## src/mi3_pkg.sv

```systemverilog
// ----------------------------------------------------------------------------
// mi3_pkg: shared types, widths and helper for the 3x3 matrix inverse
// Element format, internal precisions and the saturation helper.
// ----------------------------------------------------------------------------
package mi3_pkg;

   localparam int ELEM_WIDTH = 32;
   localparam int FRAC_BITS  = 16;
   localparam int NLANE      = 9;
   localparam int SHIFT      = 2 * FRAC_BITS;
   localparam int PROD_W     = 2 * ELEM_WIDTH;
   localparam int COF_W      = PROD_W + 1;
   localparam int DET_W      = 3 * ELEM_WIDTH + 3;
   localparam int NUM_W      = COF_W + SHIFT;
   localparam int REM_W      = (DET_W + ELEM_WIDTH > NUM_W) ? DET_W + ELEM_WIDTH : NUM_W;
   localparam int QDEPTH     = 4;
   localparam int QPTR_W     = 2;

   // cofactor lane l = a[p]*a[q] - a[r]*a[s], column-major element index
   localparam int COF_SEL [NLANE][4] = '{
      '{4, 8, 7, 5}, '{7, 2, 1, 8}, '{1, 5, 4, 2},
      '{6, 5, 3, 8}, '{0, 8, 6, 2}, '{3, 2, 0, 5},
      '{3, 7, 6, 4}, '{6, 1, 0, 7}, '{0, 4, 3, 1}};

   typedef logic signed [ELEM_WIDTH-1:0] elem_type;

   typedef struct packed {
      elem_type value;
      logic     clip;
   } sat_type;

   // classified item handed from front to back
   typedef struct packed {
      logic [NLANE-1:0][COF_W-1:0] cof_mag;
      logic [NLANE-1:0]            cof_neg;
      logic [DET_W-1:0]            det_mag;
      logic                        det_neg;
      logic                        singular;
      elem_type                    det_field;
      logic                        det_clip;
   } cls_type;

   typedef struct packed {
      logic [DET_W-1:0] det_mag;
      logic [NLANE-1:0] neg;
      logic [NLANE-1:0] ovf;
      logic             singular;
      elem_type         det_field;
      logic             det_clip;
   } dctl_type;

   typedef struct packed {
      elem_type                         det;
      logic [NLANE-1:0][ELEM_WIDTH-1:0] inv;
      logic                             singular;
      logic                             saturated;
   } rsp_type;

   // clip a magnitude with a sign to the signed element range
   function automatic sat_type saturate(input logic [DET_W-1:0] mag, input logic neg);
      sat_type          r;
      logic [DET_W-1:0] half;
      half = DET_W'(1) << (ELEM_WIDTH - 1);
      if (neg) begin
         r.clip  = mag > half;
         r.value = r.clip ? elem_type'(half[ELEM_WIDTH-1:0])
                          : elem_type'(-mag[ELEM_WIDTH-1:0]);
      end else begin
         r.clip  = mag >= half;
         r.value = r.clip ? elem_type'(half[ELEM_WIDTH-1:0] - 1'b1)
                          : elem_type'(mag[ELEM_WIDTH-1:0]);
      end
      return r;
   endfunction

endpackage

```

## src/mi3_queue.sv

```systemverilog
// ----------------------------------------------------------------------------
// mi3_queue: short FIFO between front and back
// Four entries of classified items.
// ----------------------------------------------------------------------------
module mi3_queue (
   input  logic             clock,
   input  logic             reset,
   input  logic             in_valid,
   output logic             in_ready,
   input  mi3_pkg::cls_type in_data,
   output logic             out_valid,
   input  logic             out_ready,
   output mi3_pkg::cls_type out_data
);

   localparam int PW = mi3_pkg::QPTR_W;

   mi3_pkg::cls_type mem_ff [mi3_pkg::QDEPTH];
   logic [PW-1:0]    wr_ptr_ff;
   logic [PW-1:0]    rd_ptr_ff;
   logic [PW:0]      count_ff;
   logic             push;
   logic             pop;

   assign in_ready  = count_ff != (PW+1)'(mi3_pkg::QDEPTH);
   assign out_valid = count_ff != '0;
   assign out_data  = mem_ff[rd_ptr_ff];
   assign push      = in_valid && in_ready;
   assign pop       = out_valid && out_ready;

   always_ff @(posedge clock) begin
      if (reset) begin
         wr_ptr_ff <= '0;
         rd_ptr_ff <= '0;
         count_ff  <= '0;
      end else begin
         if (push) wr_ptr_ff <= wr_ptr_ff + 1'b1;
         if (pop)  rd_ptr_ff <= rd_ptr_ff + 1'b1;
         count_ff <= count_ff + (PW+1)'(push) - (PW+1)'(pop);
      end
   end

   always_ff @(posedge clock) begin
      if (push) mem_ff[wr_ptr_ff] <= in_data;
   end

endmodule

```

## config.mk

```make
export PLATFORM = sky130hd
export DESIGN_NAME = mi3_queue
export DESIGN_NICKNAME = d
export VERILOG_FILES = /design/src/mi3_pkg.sv /design/src/mi3_queue.sv
export SDC_FILE = /design/constraint.sdc
export NUM_CORES = 2
export LEC_CHECK = 0
export CORE_AREA = 2 2 564 566
export CTS_CLUSTER_DIAMETER = 200
export CTS_CLUSTER_SIZE = 10
export DETAILED_ROUTE_END_ITERATION = 8
export DIE_AREA = 0 0 566 568
export DONT_BUFFER_PORTS = 1
export SYNTH_ARGS = -nofsm -noshare
export SYNTH_HDL_FRONTEND = slang
export SYNTH_SLANG_ARGS = --single-unit
```

## constraint.sdc

```tcl
create_clock -name clock -period 70.4 [get_ports clock]
set_input_delay 14.08 -clock clock [delete_from_list [all_inputs] [get_ports clock]]
set_output_delay 14.08 -clock clock [all_outputs]
set_load 0.02 [all_outputs]
```

# After elaboration in Yosys (flattened, before gate mapping)
# Memories as Yosys holds them, arrays and structs flattened. A register that Yosys moved wholly into a read port is not among the register bits.
# Index checks and enable logic that the tools add are counted.
dict set report word_totals {
  ff_bits 7
  mem_bits_rw 2912
  inputBits 732
  out_inout_bits 730
  wordCells 16
  mem_count 1
}
dict set report classes {
  n_addsub 4
  eq_ne 1
  muxes 4
  n_reduce_logical 3
}
# memory depth word_bits read_ports rd_ports_with_merged_regs wr line_no
set mem_list {}
lappend mem_list {mem_ff 4 728 1 1 1 mi3_queue.sv:18} ;# mi3_pkg::cls_type mem_ff [mi3_pkg::QDEPTH];
# cell count
set op_table {}
lappend op_table {{$add 2x1->2 const B} 2}
lappend op_table {{$mux 2} 2}
lappend op_table {{$add 3x1->3} 1}
lappend op_table {{$ne 3x3->1 const B} 1}
lappend op_table {{$reduce_bool 3->1} 1}
lappend op_table {{$sub 3x1->3} 1}
lappend op_table {{$logic_and 1x1->1} 2}
lappend op_table {{$mux 1} 2}

# Depth between registers and ports, before layout
dict set report depth {
  ltp_word 4
  mapped_depth 11
  ltp_nobuf 11
}

# Least setup slack after synthesis
# Ideal clock, no wire load.
dict set report synth_path {
  path_type {input to register}
  from {in in_valid}
  to {mem mem_ff[0][0] (netlist name) (enable)}
  setup_ns 1.192
  t_arrival_ns 30.854
  t_required_ns 69.208
  path_slack_ns 38.354
  cell_stages 2
  path_buffers 0
  path_cell_list {a21boi_1 and2_1}
}
dict set report synth_via {
  elab_chain_len 3
}
# element line_no
set synth_rtl {}
lappend synth_rtl {{from (decl)} mi3_queue.sv:8} ;# input logic in_valid,
lappend synth_rtl {{$logic_and 1x1->1} mi3_queue.sv:28} ;# assign push = in_valid && in_ready;
lappend synth_rtl {{$mux 1} mi3_queue.sv:44} ;# if (push) mem_ff[wr_ptr_ff] <= in_data;
lappend synth_rtl {{$mux 1 (implied by the code)} mi3_queue.sv:44}
lappend synth_rtl {{to (decl)} mi3_queue.sv:18}
# Every way passes these cells.

==> metrics.txt <==
register share of total power=46.1%; hold path start=rd_ptr_ff[1]$_SDFFE_PP0P_; Yosys cell types=26; Async SR Flop Fraction=0%; register bit total from synthesis=2921; Core Area=0.316 mm^2; Initial Utilization=between 30% and 40%; Die ar.=0.321 mm^2; drt drc=0; Row Count=207; largest net degree at the start of global routing=between 100 and 150; Mapped Avg Cell Area=27.7 um^2; RSZ-0062 raised after global routing=no; final setup fails=0; clk buf depth=4; total global routing overflow=0; run status=finished, final reports clean; initial antenna violation count=26; Syn Inst Count=3851; fmax=around 0.048 GHz; Min-Delay Path Depth=2; Leak=36.3 nW; non-filler cells, final=8338; first-pass GRT wire length=roughly 360 mm; DIE WIDTH=566 um; HP Class=register to register; DRT antenna net count=0; reg2reg start=count_ff[1]$_SDFF_PP0_; CP arrival=6.68 ns; clk root buf=clkbuf_16; max-slew violation count=0; Post CTS Setup Buffer Count=0; worst r2r path cells=7; final hold slack=between 0.5 and 0.6 ns; Max-Cap Viols=0; Critical Path RT=56.32 ns; Post-synth EDFFs=2912; Final Cell Area=0.120 mm^2; CTS buffer count=330; latest clock arrival within the worst-skew pair=0.90 ns; Pwr per Cell Area=39.3 mW/mm^2; Clock Sinks=about 2900; top-area cell type share of the netlist area=82.1%; placed inst area=0.111 mm^2; I/O Buffers=0; fraction of layout cells with a size suffix above 1=about 23%; r2r setup slk=64.85 ns; vias post-DR=43000; peak supply drop=0.0306 mV; Final Critical Period=20.76 ns; Seq/Total Area, Yosys=82.3%; Final HPWL DP=174 mm; Final Util=38.0%; post_cts resized=0; Switching Fraction=30.0%; H-tree levels=5; Avg Vias per Cell=5.16; Layout Nets=4833; Final Cycle Share=a little under 30%; DR WL/cell=31.2 um; clock-pin slew on the worst setup and hold paths=~0.050 ns; synthesized cell area=0.107 mm^2; cell count after placement=7942; die extent in y=568 um; yosys warns=0; P_sw=1.41 mW; # IOs=approximately 1500; hold_buf cts=0; RD Place Congestion=0.836; Synth Net Count=4590; maximum fanout along the worst path=approximately 100; Synth Flop Type=edfxtp_1; Starting DRT DRC Count=3622; P_int=3.30 mW; FILL cells=approximately 28000; CP Capture Type=output port; number of global-route vias before repair=44400; Layout Skew=approximately 0.052 ns; area added between synthesis and finish=12.8%; part of the power in the clock network=31.5%; GRT Util Overall=15.7%; CP Class=register to output port; Post-synth top cells=2912 x edfxtp_1, 502 x mux4_2, 226 x mux4_1; drt first pass iters=5; Synth area leaders=edfxtp_1 82%, mux4_2 11%, mux4_1 5.6%; reg2reg end=mem_ff[2][379]$_DFFE_PP_; Comb pwr share=22.4%; Worst-Margin Slew=about 1.1 ns; nature of the critical path startpoint=register; drt total wl=approximately 260 mm; max_slew headroom=a little under a quarter; most frequent cell after synthesis=edfxtp_1; CTS tree=yes; Synth area leader=edfxtp_1; hold endpoint=rd_ptr_ff[1]$_SDFFE_PP0P_; total negative slack=0 ns; Hold Vio Cnt, Final=0
-- stage by stage --
| step | setup slack, ns | power, mW |
|---|---|---|
| finish | 49.64 | 4.71 |
| global route | 49.00 | 4.88 |
| CTS | 49.42 | 4.78 |
| detailed placement | 50.37 | 3.29 |
| global placement | 50.38 | 3.28 |
| floorplan | 38.35 | 3.19 |
-- worst max-delay path by stage --
| stage | from | to | slack [ns] | depth (start not counted) |
|---|---|---|---|---|
| after floorplan | in_valid | mem_ff[0][0]$_DFFE_PP_ | 38.35 | 2 |
| after global placement | register | out_data[185] | 50.38 | 6 |
| after detailed placement | register | out_data[185] | 50.37 | 6 |
| after CTS | register | out_data[185] | 49.42 | 6 |
| after global routing | register | out_data[185] | 49.00 | 6 |
| final | register | out_data[185] | 49.64 | 6 |
-- sequential cells by signal, indices dropped and copies added, names as in the netlist, named ones only --
| name | flops |
|---|---|
| rd_ptr_ff | 2 |
| mem_ff | 2912 |
| wr_ptr_ff | 2 |
| count_ff | 3 |
-- power groups by stage --
stage          Clock, mW  Sequential [mW]  Combinational (mW)
2_1_floorplan          0             2.37               0.822
3_3_place_gp           0             2.20                1.08
3_5_place_dp           0             2.21                1.08
4_1_cts             1.52             2.18                1.08
5_1_grt             1.59             2.19                1.10
6_report            1.48             2.17                1.06
-- critical path, cell delays in order (launching register included) --
cell and delay (ns):
dfxtp_4 0.85, buf_12 0.60, buf_4 0.70, buf_4 0.76, buf_12 0.60, buf_4 0.80, mux4_1 0.81
-- area by class of cell --
class | count | area (um^2) | share of cell area (%)
clock buffer | 348 | 8410 | 7.00
sequential | 2921 | 87600 | 73.0
multi-input combinational | 762 | 17500 | 14.6
tap | 4180 | 5230 | 4.35
inverter | 5 | 18.8 | 0.0156
antenna | 23 | 57.6 | 0.0479
clock inverter | 25 | 559 | 0.466
timing repair buffer | 74 | 668 | 0.556
-- cells in the final DEF, fill, tap and decap left out, types with 2 or more instances in the layout --
master,count
and2_4,4
buf_12,9
buf_4,65
clkbuf_1,14
clkbuf_16,334
clkinv_16,13
clkinv_8,4
dfxtp_1,7
dfxtp_4,2
diode_2,23
edfxtp_1,2912
ha_1,6
inv_1,5
inv_16,3
inv_6,5
mux4_1,226
mux4_2,502
nand2b_1,2
nor2_1,8
xor2_1,2
-- logic make-up after synthesis --
kind of cell | count (synthesis) | synth area share (%)
buffers and inverters | 168 | 1.29
adders and majority gates | 7 | 0.0893
xor gates and xnor gates | 3 | 0.0247
and+or+nand+nor | 19 | 0.0893
DFF | 2921 | 82.3
muxes | 730 | 16.2
AOI/OAI and AO/OA | 3 | 0.0235
-- routing by layer --
metal	GRT usage [%]	routed length, um	vias to the layer above
met5	0	86	-
met4	4.27	6610	12
met3	9.86	38400	383
met2	26.1	128000	1906
met1	16.5	86600	23300
li1	-	-	17400
Note: power is estimated with default switching activity, not from simulation.
